**config.mk**
```make
export PLATFORM = sky130hd
export DESIGN_NAME = tftp_transfer_controller
export DESIGN_NICKNAME = d
export VERILOG_FILES = /design/src/rtl/tftp_pkg.sv /design/src/rtl/tftp_step.sv /design/src/rtl/tftp_transfer_controller.sv
export SDC_FILE = /design/constraint.sdc
export NUM_CORES = 1
export LEC_CHECK = 0
export BUFFER_PORTS_ARGS = -buffer_cell sky130_fd_sc_hd__buf_2
export CELL_PAD_IN_SITES_DETAIL_PLACEMENT = 1
export CELL_PAD_IN_SITES_GLOBAL_PLACEMENT = 1
export CORE_ASPECT_RATIO = 1.25
export CORE_MARGIN = 2
export CORE_UTILIZATION = 41
export CTS_BUF_LIST = sky130_fd_sc_hd__clkbuf_8 sky130_fd_sc_hd__clkbuf_16
export DETAILED_ROUTE_END_ITERATION = 10
export GPL_ROUTABILITY_DRIVEN = 0
export PLACE_DENSITY = 0.75
export SYNTH_ARGS = -nofsm -noshare
export SYNTH_HDL_FRONTEND = slang
export SYNTH_SLANG_ARGS = --single-unit
```
**constraint.sdc**
```tcl
create_clock -name clk_i -period 4.26 [get_ports clk_i]
set_clock_uncertainty 0.05 [all_clocks]
set_input_delay 0.639 -clock clk_i [delete_from_list [all_inputs] [get_ports clk_i]]
set_output_delay 0.639 -clock clk_i [all_outputs]
set_load 0.02 [all_outputs]
```
**src/rtl/tftp_pkg.sv**
```systemverilog
// Shared types, codes and constants for the TFTP transfer controller.
package tftp_pkg;

  // Largest packet in bytes, header included.
  localparam int MAX_PACKET_DEF = 516;
  localparam logic [3:0] RETRY_LIMIT_RST = 4'd5;

  // Event types.
  localparam logic [1:0] REQ_PACKET  = 2'd0;
  localparam logic [1:0] REQ_TIMEOUT = 2'd1;
  localparam logic [1:0] REQ_CHUNK   = 2'd2;

  // Packet opcodes.
  localparam logic [15:0] OP_RRQ   = 16'd1;
  localparam logic [15:0] OP_WRQ   = 16'd2;
  localparam logic [15:0] OP_DATA  = 16'd3;
  localparam logic [15:0] OP_ACK   = 16'd4;
  localparam logic [15:0] OP_ERROR = 16'd5;

  // Sent actions.
  localparam logic [1:0] ACT_NONE  = 2'd0;
  localparam logic [1:0] ACT_DATA  = 2'd1;
  localparam logic [1:0] ACT_ACK   = 2'd2;
  localparam logic [1:0] ACT_ERROR = 2'd3;

  // Error codes carried in a sent ERROR packet.
  localparam logic [2:0] ERR_UNDEF      = 3'd0;
  localparam logic [2:0] ERR_ILLEGAL_OP = 3'd4;

  // Session status.
  localparam logic [1:0] ST_IDLE   = 2'd0;
  localparam logic [1:0] ST_BUSY   = 2'd1;
  localparam logic [1:0] ST_DONE   = 2'd2;
  localparam logic [1:0] ST_FAILED = 2'd3;

  // Failure reasons.
  localparam logic [2:0] WHY_NONE     = 3'd0;
  localparam logic [2:0] WHY_TIMEOUT  = 3'd1;
  localparam logic [2:0] WHY_CLIENT   = 3'd2;
  localparam logic [2:0] WHY_BAD_LEN  = 3'd3;
  localparam logic [2:0] WHY_BAD_OP   = 3'd4;
  localparam logic [2:0] WHY_BAD_BLK  = 3'd5;
  localparam logic [2:0] WHY_FILE     = 3'd6;

  typedef enum logic [3:0] {
    PH_IDLE   = 4'b0001,
    PH_RDWAIT = 4'b0010,
    PH_RDACK  = 4'b0100,
    PH_WRITE  = 4'b1000
  } phase_e;

  typedef struct packed {
    logic [1:0]  req_type;
    logic [15:0] pkt_opcode;
    logic [15:0] pkt_block;
    logic [9:0]  pkt_len;
    logic        file_ok;
    logic [9:0]  chunk_len;
  } item_t;

  typedef struct packed {
    logic [1:0]  action;
    logic [15:0] block_num;
    logic [9:0]  data_len;
    logic        store_payload;
    logic [2:0]  err_code;
    logic        want_chunk;
    logic [1:0]  status;
    logic [2:0]  fail_reason;
  } result_t;

  typedef struct packed {
    phase_e      phase;
    logic [15:0] cur_block;
    logic [3:0]  timeouts_seen;
    logic        last_block_flag;
    logic [9:0]  held_chunk_len;
  } state_t;

endpackage

```
**src/rtl/tftp_step.sv**
```systemverilog
// Next-state and result logic for one event of the TFTP session.
module tftp_step #(
  parameter int MaxPacket = tftp_pkg::MAX_PACKET_DEF
) (
  input  tftp_pkg::item_t   item_i,
  input  tftp_pkg::state_t  st_i,
  input  logic [3:0]        retry_limit_i,
  output tftp_pkg::state_t  st_o,
  output logic              res_valid_o,
  output tftp_pkg::result_t res_o
);

  localparam logic [16:0] MaxPkt   = 17'(MaxPacket);
  localparam logic [16:0] ChunkCap = 17'(MaxPacket - 4);

  logic [16:0] plen_ext;
  logic [16:0] clen_ext;
  logic [16:0] n_len;
  logic [16:0] c_len;
  logic [15:0] next_blk;
  logic [4:0]  tmo_cnt;

  assign plen_ext = {7'd0, item_i.pkt_len};
  assign clen_ext = {7'd0, item_i.chunk_len};
  assign n_len    = (plen_ext > MaxPkt) ? MaxPkt : plen_ext;
  assign c_len    = (clen_ext > ChunkCap) ? ChunkCap : clen_ext;
  assign next_blk = st_i.cur_block + 16'd1;
  assign tmo_cnt  = {1'b0, st_i.timeouts_seen} + 5'd1;

  always_comb begin
    st_o        = st_i;
    res_valid_o = 1'b0;
    res_o       = '0;
    unique case (item_i.req_type)
      tftp_pkg::REQ_PACKET: begin
        priority if (st_i.phase == tftp_pkg::PH_RDWAIT) begin
          // drop packets while the next chunk is pending
        end else if (n_len < 17'd4) begin
          st_o.phase        = tftp_pkg::PH_IDLE;
          res_valid_o       = 1'b1;
          res_o.action      = tftp_pkg::ACT_ERROR;
          res_o.err_code    = tftp_pkg::ERR_ILLEGAL_OP;
          res_o.status      = tftp_pkg::ST_FAILED;
          res_o.fail_reason = tftp_pkg::WHY_BAD_LEN;
        end else if (st_i.phase == tftp_pkg::PH_IDLE) begin
          priority if (item_i.pkt_opcode == tftp_pkg::OP_RRQ) begin
            res_valid_o = 1'b1;
            if (!item_i.file_ok) begin
              res_o.action      = tftp_pkg::ACT_ERROR;
              res_o.err_code    = tftp_pkg::ERR_UNDEF;
              res_o.status      = tftp_pkg::ST_FAILED;
              res_o.fail_reason = tftp_pkg::WHY_FILE;
            end else begin
              st_o.phase           = tftp_pkg::PH_RDWAIT;
              st_o.cur_block       = 16'd1;
              st_o.timeouts_seen   = 4'd0;
              st_o.last_block_flag = 1'b0;
              res_o.want_chunk     = 1'b1;
              res_o.status         = tftp_pkg::ST_BUSY;
            end
          end else if (item_i.pkt_opcode == tftp_pkg::OP_WRQ) begin
            res_valid_o = 1'b1;
            if (!item_i.file_ok) begin
              res_o.action      = tftp_pkg::ACT_ERROR;
              res_o.err_code    = tftp_pkg::ERR_ILLEGAL_OP;
              res_o.status      = tftp_pkg::ST_FAILED;
              res_o.fail_reason = tftp_pkg::WHY_FILE;
            end else begin
              st_o.phase           = tftp_pkg::PH_WRITE;
              st_o.cur_block       = 16'd0;
              st_o.timeouts_seen   = 4'd0;
              st_o.last_block_flag = 1'b0;
              res_o.action         = tftp_pkg::ACT_ACK;
              res_o.status         = tftp_pkg::ST_BUSY;
            end
          end else begin
            // ignore other opcodes while idle
          end
        end else if (item_i.pkt_opcode == tftp_pkg::OP_ERROR) begin
          st_o.phase        = tftp_pkg::PH_IDLE;
          res_valid_o       = 1'b1;
          res_o.status      = tftp_pkg::ST_FAILED;
          res_o.fail_reason = tftp_pkg::WHY_CLIENT;
        end else if (st_i.phase == tftp_pkg::PH_RDACK) begin
          res_valid_o = 1'b1;
          priority if (item_i.pkt_opcode != tftp_pkg::OP_ACK) begin
            st_o.phase        = tftp_pkg::PH_IDLE;
            res_o.action      = tftp_pkg::ACT_ERROR;
            res_o.err_code    = tftp_pkg::ERR_ILLEGAL_OP;
            res_o.status      = tftp_pkg::ST_FAILED;
            res_o.fail_reason = tftp_pkg::WHY_BAD_OP;
          end else if (item_i.pkt_block != st_i.cur_block) begin
            st_o.phase        = tftp_pkg::PH_IDLE;
            res_o.action      = tftp_pkg::ACT_ERROR;
            res_o.err_code    = tftp_pkg::ERR_UNDEF;
            res_o.status      = tftp_pkg::ST_FAILED;
            res_o.fail_reason = tftp_pkg::WHY_BAD_BLK;
          end else if (st_i.last_block_flag) begin
            st_o.phase   = tftp_pkg::PH_IDLE;
            res_o.status = tftp_pkg::ST_DONE;
          end else begin
            st_o.phase         = tftp_pkg::PH_RDWAIT;
            st_o.cur_block     = next_blk;
            st_o.timeouts_seen = 4'd0;
            res_o.want_chunk   = 1'b1;
            res_o.status       = tftp_pkg::ST_BUSY;
          end
        end else begin
          // write phase
          res_valid_o = 1'b1;
          priority if (item_i.pkt_opcode != tftp_pkg::OP_DATA) begin
            st_o.phase        = tftp_pkg::PH_IDLE;
            res_o.action      = tftp_pkg::ACT_ERROR;
            res_o.err_code    = tftp_pkg::ERR_ILLEGAL_OP;
            res_o.status      = tftp_pkg::ST_FAILED;
            res_o.fail_reason = tftp_pkg::WHY_BAD_OP;
          end else if (item_i.pkt_block != next_blk) begin
            st_o.phase        = tftp_pkg::PH_IDLE;
            res_o.action      = tftp_pkg::ACT_ERROR;
            res_o.err_code    = tftp_pkg::ERR_UNDEF;
            res_o.status      = tftp_pkg::ST_FAILED;
            res_o.fail_reason = tftp_pkg::WHY_BAD_BLK;
          end else begin
            st_o.cur_block       = next_blk;
            st_o.timeouts_seen   = 4'd0;
            st_o.last_block_flag = (n_len < MaxPkt);
            if (n_len < MaxPkt) begin
              st_o.phase = tftp_pkg::PH_IDLE;
            end
            res_o.action        = tftp_pkg::ACT_ACK;
            res_o.block_num     = next_blk;
            res_o.data_len      = 10'(n_len - 17'd4);
            res_o.store_payload = 1'b1;
            res_o.status        = (n_len < MaxPkt) ? tftp_pkg::ST_DONE : tftp_pkg::ST_BUSY;
          end
        end
      end
      tftp_pkg::REQ_TIMEOUT: begin
        if (st_i.phase == tftp_pkg::PH_RDACK || st_i.phase == tftp_pkg::PH_WRITE) begin
          res_valid_o = 1'b1;
          if (tmo_cnt >= {1'b0, retry_limit_i}) begin
            st_o.phase        = tftp_pkg::PH_IDLE;
            res_o.status      = tftp_pkg::ST_FAILED;
            res_o.fail_reason = tftp_pkg::WHY_TIMEOUT;
          end else begin
            st_o.timeouts_seen = tmo_cnt[3:0];
            res_o.status       = tftp_pkg::ST_BUSY;
            if (st_i.phase == tftp_pkg::PH_RDACK) begin
              res_o.action    = tftp_pkg::ACT_DATA;
              res_o.block_num = st_i.cur_block;
              res_o.data_len  = st_i.held_chunk_len;
            end
          end
        end
      end
      tftp_pkg::REQ_CHUNK: begin
        if (st_i.phase == tftp_pkg::PH_RDWAIT) begin
          st_o.held_chunk_len  = c_len[9:0];
          st_o.last_block_flag = (c_len < ChunkCap);
          st_o.phase           = tftp_pkg::PH_RDACK;
          st_o.timeouts_seen   = 4'd0;
          res_valid_o          = 1'b1;
          res_o.action         = tftp_pkg::ACT_DATA;
          res_o.block_num      = st_i.cur_block;
          res_o.data_len       = c_len[9:0];
          res_o.status         = tftp_pkg::ST_BUSY;
        end
      end
      default: begin
        // unused event type: no result
      end
    endcase
  end

endmodule

```
**src/rtl/tftp_transfer_controller.sv**
```systemverilog
// Top level of the TFTP server transfer controller: event register, session state, result register.
//
// One TFTP server session (RFC 1350 transfer engine). Each accepted input
// transfer is one event: a received packet, a receive timeout or a ready file
// chunk. An event lands in the input register, is evaluated against the
// session state in one pass of combinational logic, and its result (if it
// has one) is loaded into the output register when the event moves on, which
// waits while a stalled result still fills the output register. The block
// takes one event per cycle; the only thing that holds the input side back
// is the output register being full while the consumer stalls it. Events
// that cause no result still pass through the event register.
// retry_limit is written through its own write enable and takes effect from
// the next event; write it only while idle.
module tftp_transfer_controller #(
  parameter int MaxPacket = tftp_pkg::MAX_PACKET_DEF
) (
  input  logic        clk_i,
  input  logic        rst_ni,
  // configuration
  input  logic        retry_limit_we_i,
  input  logic [3:0]  retry_limit_i,
  // event channel
  input  logic        in_valid_i,
  output logic        in_stall_o,
  input  logic [1:0]  req_type_i,
  input  logic [15:0] pkt_opcode_i,
  input  logic [15:0] pkt_block_i,
  input  logic [9:0]  pkt_len_i,
  input  logic        file_ok_i,
  input  logic [9:0]  chunk_len_i,
  // result channel
  output logic        out_valid_o,
  input  logic        out_stall_i,
  output logic [1:0]  action_o,
  output logic [15:0] block_num_o,
  output logic [9:0]  data_len_o,
  output logic        store_payload_o,
  output logic [2:0]  err_code_o,
  output logic        want_chunk_o,
  output logic [1:0]  status_o,
  output logic [2:0]  fail_reason_o
);

  logic [3:0]        retry_limit_q;
  tftp_pkg::item_t   item_q;
  logic              item_valid_q;
  logic              item_valid_d;
  tftp_pkg::state_t  state_q;
  tftp_pkg::state_t  state_d;
  tftp_pkg::result_t res_q;
  tftp_pkg::result_t step_res;
  logic              step_res_valid;
  logic              out_valid_q;
  logic              out_valid_d;
  logic              advance;
  logic              in_take;

  // Advance the event register whenever the result register is free or drains now.
  assign advance    = item_valid_q && (!out_valid_q || !out_stall_i);
  assign in_stall_o = item_valid_q && !advance;
  assign in_take    = in_valid_i && !in_stall_o;

  assign item_valid_d = in_take || (item_valid_q && !advance);
  assign out_valid_d  = (advance && step_res_valid) || (out_valid_q && out_stall_i);

  tftp_step #(
    .MaxPacket(MaxPacket)
  ) u_step (
    .item_i       (item_q),
    .st_i         (state_q),
    .retry_limit_i(retry_limit_q),
    .st_o         (state_d),
    .res_valid_o  (step_res_valid),
    .res_o        (step_res)
  );

  // Control state: configuration, session state, valid flags.
  always_ff @(posedge clk_i or negedge rst_ni) begin
    if (!rst_ni) begin
      retry_limit_q         <= tftp_pkg::RETRY_LIMIT_RST;
      item_valid_q          <= 1'b0;
      out_valid_q           <= 1'b0;
      state_q.phase         <= tftp_pkg::PH_IDLE;
      state_q.cur_block     <= '0;
      state_q.timeouts_seen <= '0;
      state_q.last_block_flag <= 1'b0;
      state_q.held_chunk_len  <= '0;
    end else begin
      if (retry_limit_we_i) begin
        retry_limit_q <= retry_limit_i;
      end
      item_valid_q <= item_valid_d;
      out_valid_q  <= out_valid_d;
      // commit the session update only when the event moves on
      if (advance) begin
        state_q <= state_d;
      end
    end
  end

  // Payload registers: capture on transfer, hold otherwise.
  always_ff @(posedge clk_i) begin
    if (in_take) begin
      item_q.req_type   <= req_type_i;
      item_q.pkt_opcode <= pkt_opcode_i;
      item_q.pkt_block  <= pkt_block_i;
      item_q.pkt_len    <= pkt_len_i;
      item_q.file_ok    <= file_ok_i;
      item_q.chunk_len  <= chunk_len_i;
    end
    if (advance && step_res_valid) begin
      res_q <= step_res;
    end
  end

  assign out_valid_o     = out_valid_q;
  assign action_o        = res_q.action;
  assign block_num_o     = res_q.block_num;
  assign data_len_o      = res_q.data_len;
  assign store_payload_o = res_q.store_payload;
  assign err_code_o      = res_q.err_code;
  assign want_chunk_o    = res_q.want_chunk;
  assign status_o        = res_q.status;
  assign fail_reason_o   = res_q.fail_reason;

endmodule

```
==> metrics.txt, run 1 <==
initial drt markers 362; Worst Tran Pin Value 1.06 ns; unrepaired setup endpoints after global routing false; placed cells 953; Crit Path Class flop to flop; Avg Cell Area, Syn 10.7 um^2; Arr. time, crit path 3.84 ns; number of I/O pins 104; post-cts sizing count 0; Reg2Reg Launch Point state_q[15]; met3 Track Usage GR 0.0492; final hold viol count 0; dpl hpwl 14,300 um; htree depth 4; CTS tree done; DIE HEIGHT 150 um; worst hold path type primary input to flop; maximum capacitance violations 0; Finished Core Util 0.491; dpl cell area 7690 um^2; synthesis-to-finish area growth 17.4%; # fillers 1,880; ANT cells 0; top_reg_cell synth edfxtp_1; Finished Cell Area 8230 um^2; clock-pin slew on the worst setup and hold paths 0.06 ns; width of the die 121 um; Final setup viols 0; Worst slew margin 0.293; via count of the first global-routing pass 6,051; Core Footprint 16,800 um^2; most frequent cells after synthesis 91 x edfxtp_1, 82 x nand2_1, 49 x nand3_1; WL per Instance 20.2 um; Post-synth EDFFs 91; antenna violations before repair 0; CP Capture Type flop; most frequent cell on the critical path nand3_1; DRC 0; minimum clock period 3.60 ns; Overall Power 3.83 mW; grt ovf 0; WHS 0.335 ns; pre-CTS WS 0.676 ns; #FFs+latches synth 132; Worst Path Max Fanout 24; most common cell in the synthesized netlist edfxtp_1; HP Start pkt_opcode_i[14]; final slew viol count 0; Post-Synthesis Cells 657; top-area cell type share of the netlist area 0.390; final non-filler cell total 985; dominant cell type by area after synthesis edfxtp_1; crit path cell chain ha_1, and2_1, nand3_1, xnor2_1, nor4_1, nand3_1, and4b_1, buf_4, nand3_1, nand3_1; status complete, no violations; synth warn 0; GRT Util Overall 0.230; Clock Latency Late Sink 0.43 ns; CP max stage cell and4b_1; Worst VDD drop 0.278 mV; Clock Sinks 132; Most Crowded Layer GR met2; port bufs 101; DRT Pass-1 Iters 5; Critical Path RT 4.50 ns; max incr delay on CP 0.58 ns; GR Util met1 0.256; largest net degree at the start of global routing 42; Routed Antenna Nets 0; post-CTS setup buffers 0; Achievable Freq 278 MHz; CTS max path bufs 2; fraction of registers with async set or reset after synthesis 0.311; post-route setup slack 0.661 ns; TritonCTS Buffers 17; CP startpoint state_q[15]; total number of vias 5,712; sequential share of the synthesized area 0.536; die footprint 18,200 um^2; root buffer cell clkbuf_16; met2 Use GR 0.404; Initial Util 0.418; first-pass GRT wire length 31,700 um; Cell Area, Synth 7010 um^2; final setup TNS 0 ns; Synth area leaders edfxtp_1 39%, dfrtp_1 14%, nand2_1 4.4%, nand3_1 3.5%, o21ai_0 2.9%; # hold bufs at CTS 0; vias per cell 5.80; Leak 3.28 nW; share of cells above drive strength 1 0.226; Layout Nets 831; Total Wirelength 19,900 um; Pwr Density 465 nW/um^2; Rows 53; type of element launching the critical path flop; final worst path period share 0.845; Distinct cells, synth 68
## path summary, 6_finish.rpt
path | end | slack [ns] | depth (start not counted)
setup / recovery | block_num_o[5] | 0.66 | 10
hold / removal | item_q[51] | 0.33 | 1
setup reg to reg | block_num_o[5] | 0.66 | 10
hold reg to reg | state_q[8] | 0.43 | 2
max in group asynchronous | state_q[7] | 3.14 | 1
min in group asynchronous | state_q[22] | 0.35 | 1
## critical path: cells and delay by family (launching register included)
family,cells,cell delay (ns)
adder cells (fa/ha/maj),1,0.34
flip-flops,1,0.49
AND/OR/NAND/NOR,7,2.03
XOR/XNOR,1,0.20
buffers and inverters,1,0.34
## cells by family (layout without fill, tap and decap cells)
| group | count (synthesis) | after routing | synth area share |
|---|---|---|---|
| simple gates | 283 | 283 | 0.212 |
| xor+xnor | 30 | 30 | 0.0375 |
| mux | 13 | 13 | 0.0205 |
| compound gates | 133 | 133 | 0.130 |
| flops | 132 | 132 | 0.536 |
| other cells | 1 | 2 | 0.000535 |
| fa+ha+maj | 15 | 15 | 0.0268 |
| buf+inv | 50 | 157 | 0.0366 |
## area by class of cell
cell class	count	area, um^2	share of cell area
flip-flops and latches	132	3760	0.457
multi-input cells	476	3000	0.365
repair buffers	113	608	0.0738
clock buffers	18	439	0.0533
well taps	220	275	0.0334
clock inverters	14	103	0.0125
inverters	12	45.0	0.00547
## per-layer routing
metal | up-vias | wire length, um | share of wire
met3 | 66 | 922 | 0.046
li1 | 2618 | - | -
met4 | 0 | 854 | 0.043
met1 | 2832 | 7650 | 0.38
met2 | 196 | 10500 | 0.53
met5 | - | 0 | 0
## flip-flops by register name (all words and copies together), names as in the netlist, 2 cells and up
signal / count
action_o: 2
block_num_o: 16
data_len_o: 10
fail_reason_o: 3
item_q: 55
retry_limit_q: 4
state_q: 35
status_o: 2
## report_power, final
part           switching [mW]  internal (mW)  total, mW
Sequential              0.122           1.52       1.64
Clock                   0.548          0.803       1.35
Combinational           0.535          0.303      0.838
Total                    1.21           2.62       3.83
## cell usage in the layout (no fill, tap or decap), drive strengths merged, types with 3 or more instances in the layout
master,netlist,final
and3,7,7
a21boi,4,4
nand2,84,84
or4,4,4
nor3,12,12
xor2,14,14
ha,15,15
dfstp,3,3
or3,8,8
nor2b,6,6
edfxtp,91,91
nor2,46,46
clkinv,0,3
a22oi,8,8
clkinvlp,0,4
o31ai,27,27
nand4,10,10
clkbuf,16,18
o22ai,6,6
or2,4,4
dfrtp,38,38
nand2b,18,18
nor4b,6,6
nor4,8,8
nand3b,5,5
o311a,3,3
a211oi,6,6
and2,8,8
o21ai,43,43
nand3,49,49
o211ai,6,6
xnor2,16,16
mux2,11,11
inv,12,18
a21oi,11,11
buf,22,113
(Power assumes the default switching activity.)
==> run 2, diff against run 1 <==
==> constraint.sdc (replaced) <==
create_clock -name clk_i -period 3.7 [get_ports clk_i]
set_clock_uncertainty 0.05 [all_clocks]
set_input_delay 0.555 -clock clk_i [delete_from_list [all_inputs] [get_ports clk_i]]
set_output_delay 0.555 -clock clk_i [all_outputs]
set_load 0.02 [all_outputs]
==> metrics.txt, run 2 (synthesis gave the netlist of run 1 again) <==
GRT Util Overall 0.229 (-0.00126); crit path cell chain ha_1, and2_1, nand3_1, xnor2_1, nor4_1, nand3_1, and4b_2, buf_4, nand3_1, nand3_1; unrepaired setup endpoints after global routing false; met3 Track Usage GR 0.0542 (+0.00492); area of the multi-input gates 3000 um^2 (about the same); initial drt markers 294 (-19%); final slew viol count 0 (unchanged); largest net degree at the start of global routing 42 (unchanged); Crit Path Class flop to flop; WL per Instance 20.1 um (-0.32%); post-CTS setup buffers 0 (unchanged); most flop-heavy register item_q; Final setup viols 0 (unchanged); via count of the first global-routing pass 6,061 (+0.17%); dpl cell area 7720 um^2 (+0.39%); final hold viol count 0 (unchanged); Achievable Freq 293 MHz (+5.6%); total number of vias 5,652 (-1.1%); Total Wirelength 19,900 um (about the same); Leak 3.32 nW (+1.3%); Finished Core Util 0.495 (+0.00418); grt ovf 0 (unchanged); worst hold path type primary input to flop; share of cells above drive strength 1 0.234 (+0.00793); CTS max path bufs 2 (unchanged); htree depth 4 (unchanged); Worst Tran Pin Value 1.07 ns (+0.00664 ns); CP max stage cell and4b_2; Worst slew margin 0.288 (-0.00443); vias per cell 5.71 (-1.5%); maximum capacitance violations 0 (unchanged); Switching Fraction 0.312 (-0.00295); ANT cells 0 (unchanged); Initial Util 0.418 (unchanged); CP Capture Type flop; sequential share of power 0.418 (-0.010); commonest non-fill, non-tap cell in the layout buf_2; Arr. time, crit path 3.65 ns (-0.19 ns); first-pass GRT wire length 31,600 um (-0.28%); Routed Antenna Nets 0 (unchanged); most frequent cells in the layout 101 x buf_2, 91 x edfxtp_1, 82 x nand2_1, 49 x nand3_1, 46 x nor2_1; antenna violations before repair 0 (unchanged); Core Footprint 16,800 um^2 (unchanged); CTS tree done; cell-internal power 3.11 mW (+18%); number of I/O pins 104 (unchanged); Worst Path Max Fanout 16 (-33%); Most Crowded Layer GR met2; status complete, no violations; Worst VDD drop 0.332 mV (+19%); DIE HEIGHT 150 um (unchanged); Critical Path RT 3.95 ns (-0.55 ns); Clock Sinks 132 (unchanged); width of the die 121 um (unchanged); most frequent cell on the critical path nand3_1; Overall Power 4.52 mW (+18%); final worst path period share 0.921 (+0.0763); type of element launching the critical path flop; sequential cell area 3760 um^2 (unchanged); Layout Nets 835 (+0.48%); synthesis-to-finish area growth 18.4%; # fillers 1,884 (+0.21%); dpl hpwl 14,600 um (+2.0%); TritonCTS Buffers 17 (unchanged); DRC 0 (unchanged); post-cts sizing count 0 (unchanged); Clock Latency Late Sink 0.43 ns (about the same); met2 Use GR 0.403 (-0.00140); Pwr Density 544 nW/um^2 (+17%); Switch Pwr 1.41 mW (+17%); die footprint 18,200 um^2 (unchanged); worst path bufs/invs 1 (unchanged); root buffer cell clkbuf_16; final setup TNS 0 ns (unchanged); Clk network pwr share 0.367 (+0.014); # hold bufs at CTS 0 (unchanged); GR Util met1 0.252 (-0.00403); DRT Pass-1 Iters 4 (-1); minimum clock period 3.41 ns (-0.191 ns); Finished Cell Area 8300 um^2 (+0.85%); max incr delay on CP 0.51 ns (-0.07 ns); clock-pin slew on the worst setup and hold paths 0.06 ns (about the same); Logic pwr share 0.215 (-0.004); CP top delay family simple AND/OR/NAND/NOR gates; max FFs per register 55 (unchanged); Rows 53 (unchanged); port bufs 101 (unchanged)
[run 2: changes by cell type in the layout (fill, tap and decap cells not counted)]
cell,before,now
inv_1,17,15
and4b_2,0,1
buf_4,11,15
clkinv_2,3,2
clkinv_4,0,5
and4b_1,2,1
clkinvlp_4,4,1
bufinv_16,1,2
[run 2: power by group through the flow]
stage / clock [mW] / sequential, mW / combinational [mW]
after CTS: 1.69 / 1.88 / 0.967
after floorplan: 0 / 1.89 / 0.618
after detailed placement: 0 / 1.91 / 0.959
final: 1.66 / 1.89 / 0.971
after global placement: 0 / 1.90 / 0.933
after global routing: 1.74 / 1.90 / 1.05
[run 2: path summary, 6_finish.rpt]
path,start,endpoint,slack [ns],cells after the start
setup / recovery,state_q[15],block_num_o[10],0.29,10
hold / removal,chunk_len_i[1],item_q[1],0.25,1
setup reg to reg,state_q[15],block_num_o[10],0.29,10
hold reg to reg,state_q[8],state_q[8],0.43,2
max in group asynchronous,rst_ni,state_q[9],2.67,1
min in group asynchronous,rst_ni,state_q[18],0.28,1
[run 2: final cells by class]
class	count	area share
Clock buffer	18	0.0529
Inverter	12	0.00542
Timing Repair Buffer	117	0.0768
Sequential cell	132	0.453
Multi-Input combinational cell	476	0.362
Tap cell	220	0.0331
Clock inverter	14	0.0170
[run 2: metal layers]
metal	routed length, um	up-vias
met5	0	-
met4	758	0
li1	-	2620
met3	885	57
met2	10500	173
met1	7730	2802
[run 2: through the flow]
stage          std cells  hold slack, ns  worst slack (ns)
5_1_grt              989           0.234            0.0462
2_1_floorplan        658           0.209             0.247
4_1_cts              989           0.231             0.203
6_report             989           0.249             0.292
3_3_place_gp         957           0.403             0.473
3_5_place_dp         957           0.415             0.211
==> run 3, diff against run 2 <==
--- a/config.mk
+++ b/config.mk
@@ -5,6 +5,7 @@
 export SDC_FILE = /design/constraint.sdc
 export NUM_CORES = 1
 export LEC_CHECK = 0
+export ABC_AREA = 1
 export BUFFER_PORTS_ARGS = -buffer_cell sky130_fd_sc_hd__buf_2
 export CELL_PAD_IN_SITES_DETAIL_PLACEMENT = 1
 export CELL_PAD_IN_SITES_GLOBAL_PLACEMENT = 1
@@ -12,9 +13,10 @@
 export CORE_MARGIN = 2
 export CORE_UTILIZATION = 41
 export CTS_BUF_LIST = sky130_fd_sc_hd__clkbuf_8 sky130_fd_sc_hd__clkbuf_16
+export CTS_CLUSTER_SIZE = 24
 export DETAILED_ROUTE_END_ITERATION = 10
 export GPL_ROUTABILITY_DRIVEN = 0
-export PLACE_DENSITY = 0.75
+export PLACE_DENSITY = 0.77
 export SYNTH_ARGS = -nofsm -noshare
 export SYNTH_HDL_FRONTEND = slang
 export SYNTH_SLANG_ARGS = --single-unit
==> metrics.txt, run 3 <==
status complete, no violations; Worst slew margin 0.273 (-0.0153); TritonCTS Buffers 17 (unchanged); WL per Instance 17.2 um (-15%); Leak 3.86 nW (+16%); Worst Path Max Fanout 18 (+2); post-cts sizing count 0 (unchanged); first-pass GRT wire length 34,300 um (+8.4%); CP Capture Type flop; final slew viol count 0 (unchanged); sequential share of the synthesized area 0.504 (-0.0320); Final setup viols 0 (unchanged); reg2reg path depth 16 (+6); unrepaired setup endpoints after global routing false; Rows 55 (+3.8%); setup slack, reg-to-reg 0.40 ns (+0.11 ns); CTS max path bufs 2 (unchanged); pre-CTS WS 0.430 ns (+0.219 ns); Worst Tran Pin Value 1.09 ns (+0.0230 ns); Clk network pwr share 0.363 (-0.004); GRT Util Overall 0.226 (-0.00233); Layout Nets 1,058 (+27%); ANT cells 0 (unchanged); CTS tree done; #FFs+latches synth 132 (unchanged); largest net degree at the start of global routing 42 (unchanged); most frequent cells in the layout 228 x nand2_1, 107 x inv_1, 101 x buf_2, 91 x edfxtp_1, 88 x nor2_1; most common cell in the synthesized netlist nand2_1; top-area cell type share of the netlist area 0.366 (-0.0233); DIE HEIGHT 155 um (+3.0%); dpl hpwl 15,600 um (+7.1%); Switch Pwr 1.42 mW (+0.86%); Arr. time, crit path 3.41 ns (-0.24 ns); Finished Cell Area 8760 um^2 (+5.5%); htree depth 4 (unchanged); Critical Path RT 3.81 ns (-0.14 ns); Core Footprint 18,000 um^2 (+7.1%); sequential share of power 0.420 (+0.002); Cell Area, Synth 7460 um^2 (+6.4%); top_reg_cell synth edfxtp_1; Finished Core Util 0.488 (-0.00698); clock-pin slew on the worst setup and hold paths 0.06 ns (about the same); synthesis-to-finish area growth 17.5%; via count of the first global-routing pass 6,856 (+13%); DRC 0 (unchanged); Synth area leaders edfxtp_1 37%, dfrtp_1 13%, nand2_1 11%, inv_1 5.4%, nor2_1 4.5%; Post-Synthesis Cells 871 (+33%); Switching Fraction 0.327 (+0.0146); dpl cell area 8220 um^2 (+6.5%); initial drt markers 382 (+30%); width of the die 125 um (+3.0%); post-CTS setup buffers 0 (unchanged); share of cells above drive strength 1 0.185 (-0.0486); vias per cell 5.19 (-9.3%); Achievable Freq 303 MHz (+3.4%); Total Wirelength 20,900 um (+5.1%); final hold viol count 0 (unchanged); final setup TNS 0 ns (unchanged); Clock Sinks 132 (unchanged); Post-synth EDFFs 91 (unchanged); root buffer cell clkbuf_16; commonest non-fill, non-tap cell in the layout nand2_1; Clock Latency Late Sink 0.43 ns (about the same); DRT Pass-1 Iters 4 (unchanged); most flop-heavy register item_q; worst hold path type primary input to flop; Hold Path Depth 1 (unchanged); port bufs 101 (unchanged); Routed Antenna Nets 0 (unchanged); synth warn 0 (unchanged); Pwr Density 496 nW/um^2 (-8.7%); type of element launching the critical path flop; maximum capacitance violations 0 (unchanged); number of I/O pins 104 (unchanged); minimum clock period 3.30 ns (-0.110 ns); die footprint 19,300 um^2 (+6.2%); Logic pwr share 0.216 (about the same); max FFs per register 55 (unchanged); dominant cell type by area after synthesis edfxtp_1; antenna violations before repair 0 (unchanged); Initial Util 0.415 (-0.00275); Crit Path Class flop to flop; grt ovf 0 (unchanged); cell-internal power 2.93 mW (-5.7%); post-route setup slack 0.402 ns (+0.110 ns); total number of vias 6,327 (+12%); Distinct cells, synth 46 (-32%); final worst path period share 0.891 (-0.0299); fraction of registers with async set or reset after synthesis 0.311 (unchanged); Avg Cell Area, Syn 8.56 um^2 (-20%); most frequent cells after synthesis 228 x nand2_1, 107 x inv_1, 91 x edfxtp_1; # hold bufs at CTS 0 (unchanged); Worst VDD drop 0.321 mV (-3.4%)
## run 3: worst paths after layout
| check | startpoint | endpoint |
|---|---|---|
| worst max-delay path | item_q[15] | data_len_o[8] |
| worst min-delay path | pkt_opcode_i[6] | item_q[43] |
| worst max register to register | item_q[15] | data_len_o[8] |
| worst min register to register | state_q[31] | state_q[31] |
| max in group asynchronous | rst_ni | state_q[22] |
| min in group asynchronous | rst_ni | state_q[34] |
## run 3: final cells by class
class	count	area, um^2
Clock inverter	15	118
Sequential cell	132	3760
Timing Repair Buffer	113	608
Inverter	111	417
Fill cell	2182	9200
Tap cell	228	285
Clock buffer	17	425
Multi-Input combinational cell	604	3150
## run 3: per-layer routing
metal / GRT usage / vias up / share of wire
met5: 0 / - / 0
met4: 0.121 / 0 / 0.035
met1: 0.257 / 3038 / 0.40
met2: 0.409 / 158 / 0.52
met3: 0.0342 / 47 / 0.038
li1: - / 3084 / -
## run 3: power groups by stage
stage | clock network, mW | registers, mW | logic [mW]
after floorplan | 0 | 1.88 | 0.571
after global placement | 0 | 1.85 | 0.920
after detailed placement | 0 | 1.86 | 0.936
after CTS | 1.62 | 1.83 | 0.944
after global routing | 1.66 | 1.85 | 1.06
final | 1.58 | 1.83 | 0.941
## run 3: cells by family (layout without fill, tap and decap cells)
| logic type | count (synthesis) | in the layout | share of synthesized area |
|---|---|---|---|
| flops | 132 | 132 | 0.504 |
| simple gates | 465 | 465 | 0.284 |
| mux | 1 | 1 | 0.00151 |
| fa+ha+maj | 15 | 15 | 0.0252 |
| xor+xnor | 34 | 34 | 0.0409 |
| other cells | 1 | 2 | 0.000503 |
| buf+inv | 136 | 256 | 0.0750 |
| compound gates | 87 | 87 | 0.0688 |
## run 3: worst max-delay path: stages, from the launching register on
cell	delay, ns
edfxtp_1	0.42
nor2_1	0.19
nand3_1	0.08
o21ai_0	0.15
buf_4	0.19
inv_1	0.06
nor2_1	0.22
nand2_1	0.14
inv_1	0.07
nand3_1	0.12
inv_1	0.10
ha_1	0.32
nor2_1	0.12
nand2_1	0.21
inv_1	0.14
nand3_4	0.28
o21ai_0	0.15
## run 3: through the flow
stage / instances / hold slack (ns) / power (mW)
after detailed placement: 1188 / 0.421 / 2.79
after global routing: 1220 / 0.234 / 4.57
final: 1220 / 0.247 / 4.35
after CTS: 1220 / 0.225 / 4.39
after global placement: 1188 / 0.419 / 2.77
after floorplan: 872 / 0.209 / 2.45
